`src/design/i2cee_pkg.sv`:
```
`timescale 1ns / 1ps
// ----------------------------------------------------------------------------
// I2C EEPROM master package
// Shared types, command codes, segment codes and the sequence program tables.
// ----------------------------------------------------------------------------
package i2cee_pkg;

    // Command codes carried in the input beat.
    typedef enum logic [1:0] {
        OP_TICK  = 2'd0,
        OP_WRITE = 2'd1,
        OP_READ  = 2'd2,
        OP_RESET = 2'd3
    } op_t;

    // Sequence segments; the fixed pin patterns come first.
    typedef enum logic [3:0] {
        SEG_END    = 4'd0,
        SEG_START  = 4'd1,
        SEG_RSTART = 4'd2,
        SEG_STOP   = 4'd3,
        SEG_EXTRA  = 4'd4,
        SEG_CTRLW  = 4'd5,
        SEG_ADDR   = 4'd6,
        SEG_DATA   = 4'd7,
        SEG_CTRLR  = 4'd8,
        SEG_ONES   = 4'd9,
        SEG_RECV   = 4'd10
    } seg_t;

    localparam logic [7:0]  CTRL_BASE = 8'hA0;
    localparam logic [7:0]  CTRL_MASK = 8'hFE;
    localparam logic [7:0]  CTRL_RD   = 8'h01;
    localparam logic [11:0] ONES_PAT  = 12'hFF8;
    localparam logic [1:0]  PINS_IDLE = 2'b11;
    localparam int          PROG_LEN  = 8;

    // Latched command.
    typedef struct packed {
        op_t        op;
        logic [2:0] page;
        logic [7:0] addr;
        logic [7:0] data;
    } req_t;

    // One result beat.
    typedef struct packed {
        logic       cmd_rejected;
        logic       read_done;
        logic [7:0] read_byte;
        logic       busy_res;
        logic       sda_level;
        logic       scl_level;
    } res_t;

    // Segment at a program position (1..8) for a command.
    function automatic seg_t prog_seg(input op_t op, input logic [3:0] pos);
        seg_t s;
        s = SEG_END;
        unique case (op)
            OP_WRITE:
            begin
                unique case (pos)
                    4'd1:    s = SEG_START;
                    4'd2:    s = SEG_CTRLW;
                    4'd3:    s = SEG_ADDR;
                    4'd4:    s = SEG_DATA;
                    4'd5:    s = SEG_STOP;
                    default: s = SEG_END;
                endcase
            end
            OP_READ:
            begin
                unique case (pos)
                    4'd1:    s = SEG_START;
                    4'd2:    s = SEG_CTRLW;
                    4'd3:    s = SEG_ADDR;
                    4'd4:    s = SEG_RSTART;
                    4'd5:    s = SEG_CTRLR;
                    4'd6:    s = SEG_RECV;
                    4'd7:    s = SEG_STOP;
                    default: s = SEG_END;
                endcase
            end
            OP_RESET:
            begin
                unique case (pos)
                    4'd1:    s = SEG_START;
                    4'd2:    s = SEG_ONES;
                    4'd3:    s = SEG_EXTRA;
                    4'd4:    s = SEG_STOP;
                    default: s = SEG_END;
                endcase
            end
            default: s = SEG_END;
        endcase
        return s;
    endfunction

    // Number of phases in a fixed segment.
    function automatic logic [3:0] fixed_len(input seg_t seg);
        return (seg == SEG_START) ? 4'd2 : 4'd3;
    endfunction

    // Pin code {scl, sda} of a phase in a fixed segment.
    function automatic logic [1:0] fixed_pins(input seg_t seg, input logic [1:0] idx);
        logic [1:0] p;
        p = PINS_IDLE;
        unique case (seg)
            SEG_START:
            begin
                p = (idx == 2'd1) ? 2'b10 : 2'b11;
            end
            SEG_RSTART, SEG_EXTRA:
            begin
                unique case (idx)
                    2'd0:    p = 2'b01;
                    2'd1:    p = 2'b11;
                    2'd2:    p = 2'b10;
                    default: p = PINS_IDLE;
                endcase
            end
            SEG_STOP:
            begin
                unique case (idx)
                    2'd0:    p = 2'b00;
                    2'd1:    p = 2'b10;
                    default: p = PINS_IDLE;
                endcase
            end
            default: p = PINS_IDLE;
        endcase
        return p;
    endfunction

    // Number of clocked bits in a byte segment.
    function automatic logic [3:0] seg_bits(input seg_t seg);
        return (seg == SEG_RECV) ? 4'd8 : 4'd9;
    endfunction

    // SDA level for a bit of a byte segment; the ninth bit is the released ack.
    function automatic logic bit_sda(input seg_t seg, input logic [3:0] bidx,
                                     input logic [11:0] shift);
        logic [11:0] sh;
        logic        b;
        sh = 12'd0;
        b  = 1'b1;
        if (seg == SEG_ONES)
        begin
            sh = shift >> (4'd11 - bidx);
            b  = (bidx <= 4'd8) ? sh[0] : 1'b1;
        end
        else if (seg != SEG_RECV)
        begin
            sh = shift >> (4'd7 - bidx);
            b  = (bidx < 4'd8) ? sh[0] : 1'b1;
        end
        return b;
    endfunction

endpackage

```
`src/design/i2cee_seq.sv`:
```
`timescale 1ns / 1ps
// ----------------------------------------------------------------------------
// I2C EEPROM master pin sequencer
// Holds the sequence state and advances it by one tick for each accepted beat.
// ----------------------------------------------------------------------------
module i2cee_seq
(
    input  logic              clk,
    input  logic              rst_n,
    input  logic              step_en,
    input  logic [1:0]        opcode,
    input  logic [2:0]        device_page,
    input  logic [7:0]        mem_address,
    input  logic [7:0]        write_data,
    input  logic              sda_in,
    input  logic [15:0]       half_period,
    output i2cee_pkg::res_t   res
);
    import i2cee_pkg::*;

    logic [3:0]  step_reg,  step_next;
    logic [15:0] hold_reg,  hold_next;
    logic [3:0]  bidx_reg,  bidx_next;
    logic [11:0] shift_reg, shift_next;
    req_t        req_reg,   req_next;
    logic [1:0]  pin_reg,   pin_next;

    logic [15:0] hp;
    logic [16:0] hold_inc;
    seg_t        seg;
    seg_t        new_seg;
    logic [3:0]  bi_inc;
    logic [11:0] shift_adv;
    logic        do_enter;
    logic [3:0]  enter_pos;
    req_t        enter_req;
    logic [7:0]  ctrl;
    logic        ended;
    logic        rejected;

    // A zero hold time counts as one tick.
    assign hp  = (half_period == 16'd0) ? 16'd1 : half_period;
    assign seg = (step_reg == 4'd0 || step_reg > 4'(PROG_LEN)) ?
                 SEG_END : prog_seg(req_reg.op, step_reg);

    // Next state for one tick.
    always_comb
    begin
        step_next  = step_reg;
        hold_next  = hold_reg;
        bidx_next  = bidx_reg;
        shift_next = shift_reg;
        req_next   = req_reg;
        pin_next   = pin_reg;
        rejected   = 1'b0;
        do_enter   = 1'b0;
        enter_pos  = 4'd0;
        enter_req  = req_reg;
        hold_inc   = {1'b0, hold_reg} + 17'd1;
        bi_inc     = bidx_reg + 4'd1;
        shift_adv  = shift_reg;
        ended      = 1'b0;
        new_seg    = SEG_END;
        ctrl       = 8'd0;

        if (step_reg != 4'd0)
        begin
            rejected = (op_t'(opcode) != OP_TICK);
            if (hold_inc >= {1'b0, hp})
            begin
                // Phase held long enough: move to the next phase.
                hold_next = 16'd0;
                if (seg == SEG_END)
                begin
                    do_enter = 1'b1;
                end
                else if (seg <= SEG_EXTRA)
                begin
                    bidx_next = bi_inc;
                    if (bi_inc >= fixed_len(seg))
                    begin
                        do_enter  = 1'b1;
                        enter_pos = step_reg + 4'd1;
                    end
                    else
                    begin
                        pin_next = fixed_pins(seg, bi_inc[1:0]);
                    end
                end
                else if (!pin_reg[1])
                begin
                    // Low half of a bit: raise SCL.
                    pin_next = pin_reg | 2'b10;
                end
                else
                begin
                    // End of a bit: sample on a read, then present the next bit.
                    if (seg == SEG_RECV)
                    begin
                        shift_adv = {4'd0, shift_reg[6:0], sda_in};
                    end
                    shift_next = shift_adv;
                    bidx_next  = bi_inc;
                    if (bi_inc >= seg_bits(seg))
                    begin
                        do_enter  = 1'b1;
                        enter_pos = step_reg + 4'd1;
                    end
                    else
                    begin
                        pin_next = {1'b0, bit_sda(seg, bi_inc, shift_adv)};
                    end
                end
            end
            else
            begin
                hold_next = hold_inc[15:0];
            end
        end
        else if (op_t'(opcode) != OP_TICK)
        begin
            // Idle and a command arrives: latch it and enter the first segment.
            req_next.op   = op_t'(opcode);
            req_next.page = device_page;
            req_next.addr = mem_address;
            req_next.data = write_data;
            enter_req     = req_next;
            hold_next     = 16'd0;
            do_enter      = 1'b1;
            enter_pos     = 4'd1;
        end

        // Segment entry: load the shifter and the first pin phase, or return to idle at the end.
        if (do_enter)
        begin
            new_seg   = (enter_pos == 4'd0 || enter_pos > 4'(PROG_LEN)) ?
                        SEG_END : prog_seg(enter_req.op, enter_pos);
            ctrl      = (CTRL_BASE | {4'd0, enter_req.page, 1'b0}) & CTRL_MASK;
            step_next = enter_pos;
            bidx_next = 4'd0;
            if (new_seg == SEG_END)
            begin
                ended     = 1'b1;
                step_next = 4'd0;
                pin_next  = PINS_IDLE;
                hold_next = 16'd0;
            end
            else
            begin
                unique case (new_seg)
                    SEG_CTRLW: shift_next = {4'd0, ctrl};
                    SEG_CTRLR: shift_next = {4'd0, ctrl | CTRL_RD};
                    SEG_ADDR:  shift_next = {4'd0, enter_req.addr};
                    SEG_DATA:  shift_next = {4'd0, enter_req.data};
                    SEG_ONES:  shift_next = ONES_PAT;
                    SEG_RECV:  shift_next = 12'd0;
                    default:   shift_next = shift_next;
                endcase
                if (new_seg <= SEG_EXTRA)
                begin
                    pin_next = fixed_pins(new_seg, 2'd0);
                end
                else
                begin
                    pin_next = {1'b0, bit_sda(new_seg, 4'd0, shift_next)};
                end
            end
        end

        // Result beat, taken from the state after this tick.
        res.scl_level    = pin_next[1];
        res.sda_level    = pin_next[0];
        res.busy_res     = (step_next != 4'd0);
        res.read_done    = ended && (step_reg != 4'd0) && (req_reg.op == OP_READ);
        res.read_byte    = res.read_done ? shift_next[7:0] : 8'd0;
        res.cmd_rejected = rejected;
    end

    // Sequence state registers.
    always_ff @(posedge clk or negedge rst_n)
    begin
        if (!rst_n)
        begin
            step_reg  <= 4'd0;
            hold_reg  <= 16'd0;
            bidx_reg  <= 4'd0;
            shift_reg <= 12'd0;
            req_reg   <= '0;
            pin_reg   <= PINS_IDLE;
        end
        else if (step_en)
        begin
            step_reg  <= step_next;
            hold_reg  <= hold_next;
            bidx_reg  <= bidx_next;
            shift_reg <= shift_next;
            req_reg   <= req_next;
            pin_reg   <= pin_next;
        end
    end

endmodule

```
`src/design/i2cee_obuf.sv`:
```
`timescale 1ns / 1ps
// ----------------------------------------------------------------------------
// I2C EEPROM master result register
// Holds one result beat until the downstream side takes it.
// ----------------------------------------------------------------------------
module i2cee_obuf
(
    input  logic              clk,
    input  logic              rst_n,
    input  logic              load,
    input  i2cee_pkg::res_t   res,
    output logic              free,
    input  logic              m_axis_tready,
    output logic              m_axis_tvalid,
    output logic [15:0]       m_axis_tdata
);
    import i2cee_pkg::*;

    logic        valid_reg;
    logic [15:0] data_reg;

    // Room for a new beat when empty or when the held beat leaves now.
    assign free          = !valid_reg || m_axis_tready;
    assign m_axis_tvalid = valid_reg;
    assign m_axis_tdata  = data_reg;

    // Valid flag.
    always_ff @(posedge clk or negedge rst_n)
    begin
        if (!rst_n)
        begin
            valid_reg <= 1'b0;
        end
        else if (free)
        begin
            valid_reg <= load;
        end
    end

    // Payload, packed from the lowest bit up.
    always_ff @(posedge clk)
    begin
        if (load)
        begin
            data_reg <= {3'd0, res};
        end
    end

endmodule

```
`src/design/i2c_eeprom_master.sv`:
```
`timescale 1ns / 1ps
// ----------------------------------------------------------------------------
// I2C EEPROM master
// Byte write, random read and bus reset sequences for a serial EEPROM,
// stepped by one tick beat at a time.
// ----------------------------------------------------------------------------
// Each input beat is one tick and gives one result beat with the SCL and SDA
// levels after that tick. The block takes one beat per clock; its result is
// in the output register on the next clock. The only stall comes from the
// output register: s_axis_tready is low while a result is held and
// m_axis_tready is low. Commands are taken only while idle; a command during
// a sequence is dropped and flagged in cmd_rejected. half_period is written
// through cfg_we/cfg_wdata and should be changed only while idle.
module i2c_eeprom_master
(
    input  logic        clk,
    input  logic        rst_n,
    input  logic        cfg_we,
    input  logic [15:0] cfg_wdata,      // half_period
    input  logic        s_axis_tvalid,
    output logic        s_axis_tready,
    input  logic [23:0] s_axis_tdata,   // device_page, mem_address, write_data, sda_in
    input  logic [1:0]  s_axis_tuser,   // opcode
    output logic        m_axis_tvalid,
    input  logic        m_axis_tready,
    output logic [15:0] m_axis_tdata    // scl_level, sda_level, busy_res, read_byte,
                                        // read_done, cmd_rejected
);
    import i2cee_pkg::*;

    logic [15:0] half_period_reg;
    logic        in_fire;
    logic        obuf_free;
    res_t        res;

    assign s_axis_tready = obuf_free;
    assign in_fire       = s_axis_tvalid && obuf_free;

    // Hold time register.
    always_ff @(posedge clk or negedge rst_n)
    begin
        if (!rst_n)
        begin
            half_period_reg <= 16'd1;
        end
        else if (cfg_we)
        begin
            half_period_reg <= cfg_wdata;
        end
    end

    // Pin sequencer.
    i2cee_seq u_seq
    (
        .clk         (clk),
        .rst_n       (rst_n),
        .step_en     (in_fire),
        .opcode      (s_axis_tuser),
        .device_page (s_axis_tdata[2:0]),
        .mem_address (s_axis_tdata[10:3]),
        .write_data  (s_axis_tdata[18:11]),
        .sda_in      (s_axis_tdata[19]),
        .half_period (half_period_reg),
        .res         (res)
    );

    // Result register.
    i2cee_obuf u_obuf
    (
        .clk           (clk),
        .rst_n         (rst_n),
        .load          (in_fire),
        .res           (res),
        .free          (obuf_free),
        .m_axis_tready (m_axis_tready),
        .m_axis_tvalid (m_axis_tvalid),
        .m_axis_tdata  (m_axis_tdata)
    );

endmodule

```
`config.mk`:
```
export PLATFORM = sky130hd
export DESIGN_NAME = i2c_eeprom_master
export DESIGN_NICKNAME = d
export VERILOG_FILES = /design/src/design/i2cee_pkg.sv /design/src/design/i2cee_seq.sv /design/src/design/i2cee_obuf.sv /design/src/design/i2c_eeprom_master.sv
export SDC_FILE = /design/constraint.sdc
export NUM_CORES = 1
export LEC_CHECK = 0
export ABC_CLOCK_PERIOD_IN_PS = 12100
export BUFFER_PORTS_ARGS = -buffer_cell sky130_fd_sc_hd__buf_2
export CAP_MARGIN = 20
export CORE_ASPECT_RATIO = 2
export CORE_MARGIN = 2
export CORE_UTILIZATION = 60
export CTS_BUF_LIST = sky130_fd_sc_hd__clkbuf_8
export CTS_CLUSTER_DIAMETER = 150
export DETAILED_ROUTE_END_ITERATION = 8
export PLACE_DENSITY = 0.89
export SLEW_MARGIN = 0
export SYNTH_ARGS = -nofsm -noshare
export SYNTH_HDL_FRONTEND = slang
export SYNTH_SLANG_ARGS = --single-unit
```
`constraint.sdc`:
```
create_clock -name clk -period 12.1 [get_ports clk]
set_input_delay 1.815 -clock clk [delete_from_list [all_inputs] [get_ports clk]]
set_output_delay 1.815 -clock clk [all_outputs]
set_load 0.1 [all_outputs]
```
---- Yosys cells after proc, flatten, opt, wreduce, memory -nomap -nowiden ----
Cells that the tools add are included.
storage, ports and cells
  input port bits ......................... 47
  register bits ........................... 89
  logic and storage cells ................. 174
cells by class
  muxes and demuxes ....................... 82
  eq/ne operators ......................... 40
  shift operators ......................... 2
  add/sub/neg operators ................... 5
  reduce and logical (&&, ||, !) cells .... 22
  $lt $le $gt $ge ......................... 9
operator list
  operator               count
  $mux 12                13
  $mux 16                6
  $mux 4                 18
  $pmux 12 s6            1
  $pmux 4 s7             2
  $eq 4x3->1 const B     13
  $mux 21                2
  $eq 4x2->1 const B     8
  $pmux 4 s4             2
  $pmux 3 s5             2
  $pmux 4 s3             2
  $shr 12x4->1           2
  $eq 4x4->1 const B     5
  $mux 1                 20
  $mux 2                 10
  $add 16x1->17 const B  1
  $ge 17x16->1           1
  $logic_not 16->1       1
  $logic_not 4->1        4
  $eq 4x1->1 const B     3
  $pmux 2 s2             3
  $eq 2x2->1 const B     5
  $add 4x1->4 const B    2
  $ge 4x4->1             2
  19 further kinds       32

---- Depth between registers and ports, before layout ----
Gate-level depths: netlist of the first run.
  word-level depth ........................ 25
  mapped depth ............................ 22

---- Modules after synthesis ----
A second synthesis of the first run with hierarchy kept.
unflattened totals
  cells, all modules ...................... 622
  area total of the unflattened synthesis .. 6,059.6 um^2
by module, submodules not included
  module             area each (um^2)  seq. area each (um^2)  cells an instance  times used
  i2cee_seq          4,938.5           1,478.9                567                1
  i2c_eeprom_master  656.9             401.6                  35                 1
  i2cee_obuf         464.2             415.4                  20                 1

---- Worst setup path before layout of the first run ----
OpenSTA, ideal clock, no wires.
  kind .................................... input-to-output
  from .................................... in m_axis_tready
  to ...................................... out s_axis_tready
  arrival time ............................ 2.600 ns
  cell stages on the path ................. 1
  buffers on the path ..................... 0
  setup slack ............................. 7.685 ns
  cell sequence ........................... nand2b_1
on the way
  word-level cells in the longest chain between the ends .. 1
RTL lines
  element           RTL line                 text
  from (decl)       i2c_eeprom_master.sv:25  input logic m_axis_tready,
  $logic_or 1x1->1  i2cee_obuf.sv:23         assign free = !valid_reg || m_axis_tready;
  to (decl)         i2c_eeprom_master.sv:21  output logic s_axis_tready,
No other way between the ends.

---- Worst setup path in the final report of the first run ----
  from .................................... reg u_seq.step_reg[0]
  to ...................................... reg u_obuf.data_reg[10] (netlist: u_obuf.m_axis_tdata[10]) (data pin)
on the way
  word-level cells in the longest chain between the ends .. 23
  elaborated cells on any way between the ends .. 84
RTL lines
  element                                              RTL line          text
  from (decl)                                          i2cee_seq.sv:21   logic [3:0] step_reg, step_next;
  from (signal assigned)                               i2cee_seq.sv:193  step_reg <= step_next;
  branches (longest 23 deep; another with $ge 4x4->1)  n/a
  to (signal assigned)                                 i2cee_obuf.sv:45  data_reg <= {3'd0, res};
  to (decl)                                            i2cee_obuf.sv:20  logic [15:0] data_reg;
Several ways; the timed one is not identified. The select of a mux whose other input is x is not followed.
A chain may end at the register's enable or synchronous reset.

==> flow_summary.toml, run 1 <==
[timing]
drv_slew = 0
period_share_pct = 46.1
setup_viol = 0
min_period_ns = 5.58
rsz0062_at_grt = "false"
worst_slew_pin_slew_ns = 0.978
slew_headroom_pct = 34.8
hold_violations = 0
fin_ws_ns = 6.52
clock_skew_ns = 0.0166
final.setup.tns_ns = 0
clock.fmax_mhz = 179

[global_route]
grt_overflow = 0
grt_max_degree = 77
use_met1_pct = 26.9
grt_antenna_before_repair = 0
grt_pass1_wl_um = 25300
grt_usage_pct = 28.2
first_global_vias = 5488
grt_use_met3_pct = 3.76
gr-usage-met2_pct = 54.9
busiest_layer = "met2"

[final_layout]
stdcell_count = 844
nets = 782
largest_register_ffs = 21
area_growth_pct = 7.91
drive_above_1_share_pct = 19.0
fin_area_um2 = 6730
final_cell_mix = "83 x nand2_1, 73 x dfrtp_1, 56 x buf_2"
diodes = 0
register_area_um2 = 2300
layout_commonest_cell = "nand2_1"
fill_cells = 815
multi_input_comb_area_um2 = 3630

[clocking]
clkTransAtPathRegs_ns = 0.10
cts_resized = 0
insertion_delay_ns = 0.39
postCtsHoldBufs = 0
post_cts_buffers = 0
numCtsBuffers = 9
numClockSinks = 89
clock_tree.root_cell = "clkbuf_8"
h-tree-depth = 3
clk_path_buf_depth = 2
cts_tree = "built"

[worst_setup_path]
crit_slowest_cell = "a211oi_4"
worst_setup_path_end_kind = "flip-flop"
crit_start = "u_seq.step_reg[0]"
critPathKind = "flip-flop to flip-flop"
worstReg2RegStart = "u_seq.step_reg[0]"
reg2reg_depth = 18
start_kind = "flip-flop"
cp-endpoint = "u_obuf.m_axis_tdata[10]"
cpPeakStageDelay_ns = 0.70
worst-path-buf-inv = 3
cp.arrival_ns = 5.73
worstPathCellList = "inv_1 > ha_1 > and2b_1 > xnor2_2 > and2_1 > and4_1 > clkinv_1 > ha_1 > inv_1 > nand3_1 > a21oi_1 > nor2b_1 > a21boi_4 > o21ai_4 > a211oi_2 > a211oi_4 > a22oi_1 > and2_1"
required_ns = 12.26
cp.depth = 18
regToRegSetupSlack_ns = 6.52
crit_path_max_fanout = 17
cp_top_family = "compound AO/OA/AOI/OAI gates"
reg2reg_to = "u_obuf.m_axis_tdata[10]"

[place]
preCtsSetupSlack_ns = 6.60
hpwl_um = 12000
place_area_um2 = 6540
place_congestion = 0.894
numPortBuffers = 57
placedCellCount = 827

[yosys]
async_flop_share_pct = 85.4
yosysSeqAreaShare_pct = 36.8
synth-seq-cells = 89
synth_area_per_cell_um2 = 9.48
synth.distinct_cells = 95
synth-edff-count = 13
synth_area_um2 = 6240
synthCells = 658
ys_warn_count = 0
ys.flop_type = "dfrtp_1"

[floorplan]
initial_core_util_pct = 61.4
core_um2 = 10100
die-area_um2 = 11300
die_w_um = 76.1
io_pins = 65
rows = 52
die_h_um = 148

[route]
vias = 5356
drtPass1Iterations = 6
viasPerCell = 6.35
drcViolationCount = 0
wl_per_cell_um = 18.6
first_iter_violations = 370
drt-total-wl_um = 15700
ant_nets = 0

[min_path]
worstHoldPathType = "flip-flop to flip-flop"
min_delay_path_depth = 2

[power_and_ir_drop]
power_mw = 0.832
ir_drop_v = 0.0000909
power.density_nw_per_um2 = 124
p_leak_nw = 2.92

[flow_run]
max-cap-violations = 0

[outcome]
outcome = "completed"
==> layer usage <==
metal	routed length [um]	vias to the layer above
li1	-	2512
met1	5450	2575
met2	8820	199
met3	539	70
met4	884	0
met5	0	-
==> power breakdown <==
| part | internal (mW) | switching, mW |
|---|---|---|
| registers | 0.338 | 0.0478 |
| logic | 0.0964 | 0.154 |
| clock network | 0.0763 | 0.119 |
| total | 0.510 | 0.321 |
==> logic make-up after synthesis <==
family,after synthesis,share of synthesized area (%)
buf+inv,64,5.10
fa+ha+maj,31,6.22
simple gates,227,18.5
mux,58,10.2
flops,89,36.8
other cells,1,0.0601
compound gates,168,20.2
xor+xnor,20,2.93
==> cells in the mapped netlist (all sizes together) (3+ instances only) <==
master / n / area (um2)
inv: 34 / 128
nand3: 24 / 120
a22o: 9 / 78.8
xnor2: 9 / 86.3
a21oi: 30 / 165
o211ai: 4 / 30.0
o21bai: 3 / 33.8
buf: 19 / 148
nor2: 31 / 116
nor2b: 5 / 31.3
o21ai: 53 / 288
clkbuf: 9 / 35.0
o31ai: 6 / 45.0
or3: 4 / 30.0
ha: 31 / 388
xor2: 11 / 96.3
and2b: 3 / 22.5
dfrtp: 73 / 1830
edfxtp: 13 / 390
o21a: 3 / 22.5
and2: 6 / 37.5
nand4: 11 / 68.8
dfstp: 3 / 78.8
mux2i: 34 / 340
o221a: 6 / 67.6
or2: 3 / 18.8
o221ai: 3 / 26.3
nor4: 7 / 50.1
a221oi: 3 / 32.5
and3: 7 / 48.8
nand2: 83 / 312
mux2: 22 / 248
a211oi: 7 / 80.1
a31oi: 8 / 56.3
o22ai: 4 / 25.0
nand2b: 13 / 81.3
nor3: 16 / 85.1
==> cell type report <==
class / count / area share [%]
Tap cell: 135 / 2.51
Timing Repair Buffer: 61 / 4.72
Clock inverter: 7 / 0.818
Clock buffer: 9 / 1.84
Sequential cell: 89 / 34.1
Inverter: 36 / 2.01
Multi-Input combinational cell: 507 / 54.0
==> tightest hold or removal path, stage by stage, from the launching register on <==
cell and delay [ns]:
dfstp_2 0.39, nand2_1 0.06, o41ai_2 0.05
==> metrics by stage <==
| step | hold slack [ns] | util [%] |
|---|---|---|
| 3_3_place_gp | 0.481 | 64.5 |
| 6_report | 0.501 | 66.3 |
| 3_5_place_dp | 0.484 | 64.5 |
| 5_1_grt | 0.521 | 66.3 |
| 4_1_cts | 0.498 | 66.2 |
| 2_1_floorplan | 0.467 | - |
==> worst min-delay path by stage <==
stage | end | slack, ns | start
finish | u_seq.pin_reg[0] | 0.50 | u_seq.pin_reg[0]
global route | u_seq.pin_reg[0] | 0.52 | u_seq.pin_reg[0]
CTS | u_seq.pin_reg[0] | 0.50 | u_seq.pin_reg[0]
detailed placement | u_seq.pin_reg[0] | 0.48 | u_seq.pin_reg[0]
global placement | u_seq.pin_reg[0] | 0.48 | u_seq.pin_reg[0]
floorplan | u_seq.bidx_reg[3] | 0.47 | u_seq.bidx_reg[3]
Note: power is estimated with default switching activity, not from simulation.
==> run 2: changes to the inputs <==
ABC_AREA = 1   (was unset)
ABC_CLOCK_PERIOD_IN_PS = 5200   (was 12100)
clock period = 5.2 ns   (was 12.1 ns; I/O delays follow)
==> run 2 against run 1 <==
Compared with the run above:
- setup slack worse by 6.3 ns
- largest cell class unchanged
- clock power rose to 2.6 times the previous value
- sequential share of layout area down 2.1 points
- final area up 6.5%
- first-iteration DRC count up 22%
- die area up 2.2%
==> flow_summary.toml, run 2 <==
[outcome]
outcome = "completed"

[worst_setup_path]
worstReg2RegStart = "u_seq.hold_reg[2]"
crit_slowest_cell = "dfrtp_1"
reg2reg_depth = 29
crit_start = "u_seq.hold_reg[2]"
cpPeakStageDelay_ns = 0.37
cp.arrival_ns = 5.13
worst_setup_path_end_kind = "flip-flop"
start_kind = "flip-flop"
regToRegSetupSlack_ns = 0.23
crit_path_max_fanout = 7
required_ns = 5.35
reg2reg_to = "u_obuf.m_axis_tdata[10]"
critPathKind = "flip-flop to flip-flop"
cp_common_cell = "inv_1"

[route]
drtPass1Iterations = 5
ant_nets = 0
drcViolationCount = 0
viasPerCell = 5.64
wl_per_cell_um = 14.4
vias = 6138
first_iter_violations = 451
drt-total-wl_um = 15700

[yosys]
yosysTopAreaCellShare_pct = 28.6
synthTopCellsByCount = "232 x nand2_1, 113 x inv_1, 109 x o21ai_0, 73 x dfrtp_1, 49 x nor2_1"
synth-seq-cells = 89
synth_area_um2 = 6380
synth-edff-count = 13
ys.flop_type = "dfrtp_1"
ys_warn_count = 0
synth.distinct_cells = 52
synth_most_common_cell = "nand2_1"
async_flop_share_pct = 85.4
yosysSeqAreaShare_pct = 36.0
synth_area_per_cell_um2 = 7.24
yosysTopAreaCell = "dfrtp_1"
synthCells = 881
synth_area_leaders = "dfrtp_1 29%, nand2_1 14%, o21ai_0 8.6%"

[timing]
period_share_pct = 95.7
fin_ws_ns = 0.225
hold_violations = 0
drv_slew = 0
final.setup.tns_ns = 0
clock.fmax_mhz = 201
setup_viol = 0
min_period_ns = 4.97
clock_skew_ns = 0.00938
slew_headroom_pct = 47.9
worst_slew_pin_slew_ns = 0.776
whs_ns = 0.200

[clocking]
clk_path_buf_depth = 2
clock_tree.root_cell = "clkbuf_8"
postCtsHoldBufs = 0
h-tree-depth = 3
numClockSinks = 89
insertion_delay_ns = 0.38
cts_tree = "built"
numCtsBuffers = 9
clkTransAtPathRegs_ns = 0.10

[global_route]
grt_usage_pct = 28.3
grt_pass1_wl_um = 26000
grt_max_degree = 77
grt_antenna_before_repair = 0
first_global_vias = 6044
grt_overflow = 0

[final_layout]
fill_cells = 867
layout_commonest_cell = "nand2_1"
largest_register_ffs = 21
nets = 1025
diodes = 0
stdcell_count = 1089
final_cell_mix = "232 x nand2_1, 112 x inv_1, 109 x o21ai_0"
area_growth_pct = 12.4
drive_above_1_share_pct = 18.5

[place]
numPortBuffers = 57
placedCellCount = 1067
preCtsSetupSlack_ns = 0.00722
place_congestion = 0.928
hpwl_um = 11700

[floorplan]
initial_core_util_pct = 61.3
rows = 53
io_pins = 65
die-area_um2 = 11500
die_h_um = 150
die_w_um = 76.9
core_um2 = 10400

[power_and_ir_drop]
seqPwrFrac_pct = 35.4
comb_power_share_pct = 44.9
switching_share_pct = 44.5
p_clk_share_pct = 19.6
ir_drop_v = 0.000236
power_mw = 2.56
p_leak_nw = 3.60
switching_power_mw = 1.14
power.density_nw_per_um2 = 356
p_int_mw = 1.42

[flow_run]
max-cap-violations = 0

[min_path]
worstHoldPathType = "input pin to asynchronous set/reset pin"
run 2: changes by cell type in the layout (fill, tap and decap cells not counted), moves of 12 or more:
cell	delta
buf_4	+14
inv_1	+78
inv_2	+13
mux2_2	-21
mux2i_1	-31
nand2_1	+149
nand2_2	+15
nand2b_1	-13
nand3_1	+15
nor2_1	+17
nor3_1	-12
o21ai_0	+61
o22ai_1	+14
run 2: worst max-delay path by stage:
stage,endpoint,slack [ns],depth (start not counted)
final,u_obuf.m_axis_tdata[10],0.23,29
after global routing,u_obuf.m_axis_tdata[2],-0.11,34
after CTS,u_obuf.m_axis_tdata[10],0.08,29
after detailed placement,u_obuf.m_axis_tdata[6],0.007,33
after global placement,u_obuf.m_axis_tdata[6],0.11,33
after floorplan,u_obuf.m_axis_tdata[6],1.00,33
run 2: stage by stage:
step / utilization [%] / instance area [um2]
finish: 68.9 / 7170
global route: 68.9 / 7170
floorplan: - / 6380
global placement: 65.7 / 6840
detailed placement: 65.7 / 6840
CTS: 67.7 / 7050
run 2: power by group through the flow:
stage	Clock (mW)	Sequential, mW	Combinational (mW)
final	0.501	0.906	1.15
after global routing	0.536	0.920	1.29
after CTS	0.511	0.905	1.11
after detailed placement	0	0.920	1.10
after global placement	0	0.914	1.08
after floorplan	0	1.01	0.725
run 2: cell type report:
class	instances	area [um2]	share of cell area, %
repair buffers	76	450	6.28
well taps	137	171	2.39
multi-input cells	639	3550	49.5
inverters	132	500	6.98
clock buffers	9	124	1.73
clock inverters	7	77.6	1.08
flip-flops and latches	89	2300	32.0
run 2: what timing repair did:
action / in CTS / in global routing
resized for setup: 1 / 10
setup buffers: 0 / 5
setup endpoints to repair: 3 / 24
pin swaps: 0 / 11
run 2: per-layer routing:
layer  track usage [%]  up-vias  part of all wire [%]
met3              3.98       70                   3.7
met5                 0        -                     0
li1                  -     3004                     -
met2              55.6      210                    57
met1              26.2     2854                    34
met4              18.7        0                   5.2
run 2: critical path, delay by kind of cell, from the launching register on:
family                   cells  cell delay (ns)
AO/OA/AOI/OAI                4             0.74
flip-flops                   1             0.37
XOR/XNOR                     1             0.26
buffers and inverters        7             0.58
adder cells (fa/ha/maj)      1             0.30
AND/OR/NAND/NOR             16             2.52
run 2: kinds of logic (layout without fill, tap and decap cells):
family | after synthesis | count (layout) | share of synthesized area, %
xor+xnor | 11 | 11 | 1.51
other cells | 1 | 3 | 0.0588
mux | 4 | 4 | 0.647
buf+inv | 155 | 224 | 9.48
simple gates | 403 | 403 | 29.6
flops | 89 | 89 | 36.0
compound gates | 187 | 187 | 16.6
fa+ha+maj | 31 | 31 | 6.08
==> run 3: changes to the inputs <==
ABC_CLOCK_PERIOD_IN_PS = 6200   (was 5200)
clock period = 6.2 ns   (was 5.2 ns; I/O delays follow)
==> run 3 against run 2 <==
Compared with the run above:
- critical path type unchanged
- maximum frequency down 5.9%
- largest power group unchanged
- utilization shrank 1.8 points
- flip-flop and latch count did not move
- combinational power down 22%
- first-iteration DRC count is 4.4% higher
- global-route usage about the same
- largest cell class unchanged
- die area unchanged
- critical path depth down 2
- highest routed layer unchanged
==> flow_summary.toml, run 3 (synthesized netlist as in run 2, its figures left out) <==
[outcome]
outcome = "completed"

[final_layout]
final_cell_mix = "232 x nand2_1, 114 x inv_1, 109 x o21ai_0"
nets = 1010
area_growth_pct = 9.52
drive_above_1_share_pct = 16.3
post-route-util_pct = 67.1
fin_area_um2 = 6980
largest_register_ffs = 21
layout_commonest_cell = "nand2_1"
fill_cells = 885
diodes = 0

[global_route]
grt_antenna_before_repair = 0
grt_overflow = 0
first_global_vias = 6043
grt_pass1_wl_um = 26300
grt_usage_pct = 28.3
grt_max_degree = 77

[clocking]
numCtsBuffers = 9
cts_resized = 0
postCtsHoldBufs = 0
post_cts_buffers = 0
insertion_delay_ns = 0.38
clk_path_buf_depth = 2
cts_tree = "built"
clock_tree.root_cell = "clkbuf_8"
h-tree-depth = 3
clkTransAtPathRegs_ns = 0.09
numClockSinks = 89

[timing]
clock_skew_ns = 0.0122
min_period_ns = 5.29
whs_ns = 0.410
final.setup.tns_ns = 0
period_share_pct = 85.3
setup_viol = 0
fin_ws_ns = 0.911
drv_slew = 0
clock.fmax_mhz = 189
hold_violations = 0
worst_slew_pin_slew_ns = 0.784
rsz0062_at_grt = "false"
slew_headroom_pct = 47.4

[route]
drt-total-wl_um = 15500
wl_per_cell_um = 14.4
first_iter_violations = 471
ant_nets = 0
drtPass1Iterations = 6
viasPerCell = 5.59
vias = 6000
drcViolationCount = 0

[worst_setup_path]
worst_setup_path_end_kind = "flip-flop"
worst-path-buf-inv = 7
crit_path_max_fanout = 7
regToRegSetupSlack_ns = 0.91
critPathKind = "flip-flop to flip-flop"
worstReg2RegStart = "u_seq.hold_reg[0]"
crit_start = "u_seq.hold_reg[0]"
cp_common_cell = "inv_1"
cp_top_family = "simple AND/OR/NAND/NOR gates"
crit_slowest_cell = "dfrtp_1"
required_ns = 6.40
start_kind = "flip-flop"
cpPeakStageDelay_ns = 0.45
cp.arrival_ns = 5.49

[min_path]
worstHoldPathType = "input pin to asynchronous set/reset pin"

[power_and_ir_drop]
power.density_nw_per_um2 = 299
ir_drop_v = 0.000207
p_leak_nw = 3.51

[place]
numPortBuffers = 57
place_area_um2 = 6760
hpwl_um = 11600
preCtsSetupSlack_ns = 1.06
place_congestion = 0.950

[floorplan]
core_um2 = 10400
io_pins = 65
initial_core_util_pct = 61.3
rows = 53
die_h_um = 150
die-area_um2 = 11500
die_w_um = 76.9

[flow_run]
max-cap-violations = 0
[run 3: final cells by class]
class	instances	area [um2]	share of cell area, %
flip-flops and latches	89	2300	32.9
repair buffers	61	338	4.84
clock buffers	9	124	1.77
inverters	132	500	7.17
clock inverters	7	70.1	1.00
well taps	137	171	2.45
multi-input cells	639	3480	49.9
[run 3: power by group]
group	switching [mW]	total (mW)	internal [mW]	leakage (nW)
clock	0.224	0.410	0.186	0.0983
sequential	0.0761	0.780	0.704	1.09
combinational	0.635	0.900	0.265	2.32
[run 3: path summary, 6_finish.rpt]
path                       depth (start not counted)                      to
min in group clk                                   2        u_seq.pin_reg[0]
min reg2reg                                        2        u_seq.pin_reg[0]
max                                               27  u_obuf.m_axis_tdata[8]
max in group asynchronous                          2        u_seq.pin_reg[1]
min                                                1       u_seq.hold_reg[1]
max reg2reg                                       27  u_obuf.m_axis_tdata[8]
[run 3: stage by stage]
| step | power (mW) | std cells |
|---|---|---|
| global route | 2.23 | 1074 |
| floorplan | 1.46 | 883 |
| global placement | 1.64 | 1057 |
| detailed placement | 1.67 | 1057 |
| finish | 2.09 | 1074 |
| CTS | 2.08 | 1073 |
[run 3: per-layer routing]
metal  track usage [%]  up-vias  part of all wire [%]
li1                  -     2972                     -
met5                 0        -                     0
met1              27.5     2790                    35
met4              17.3        0                   4.0
met3              4.16       58                   3.9
met2              54.8      180                    57
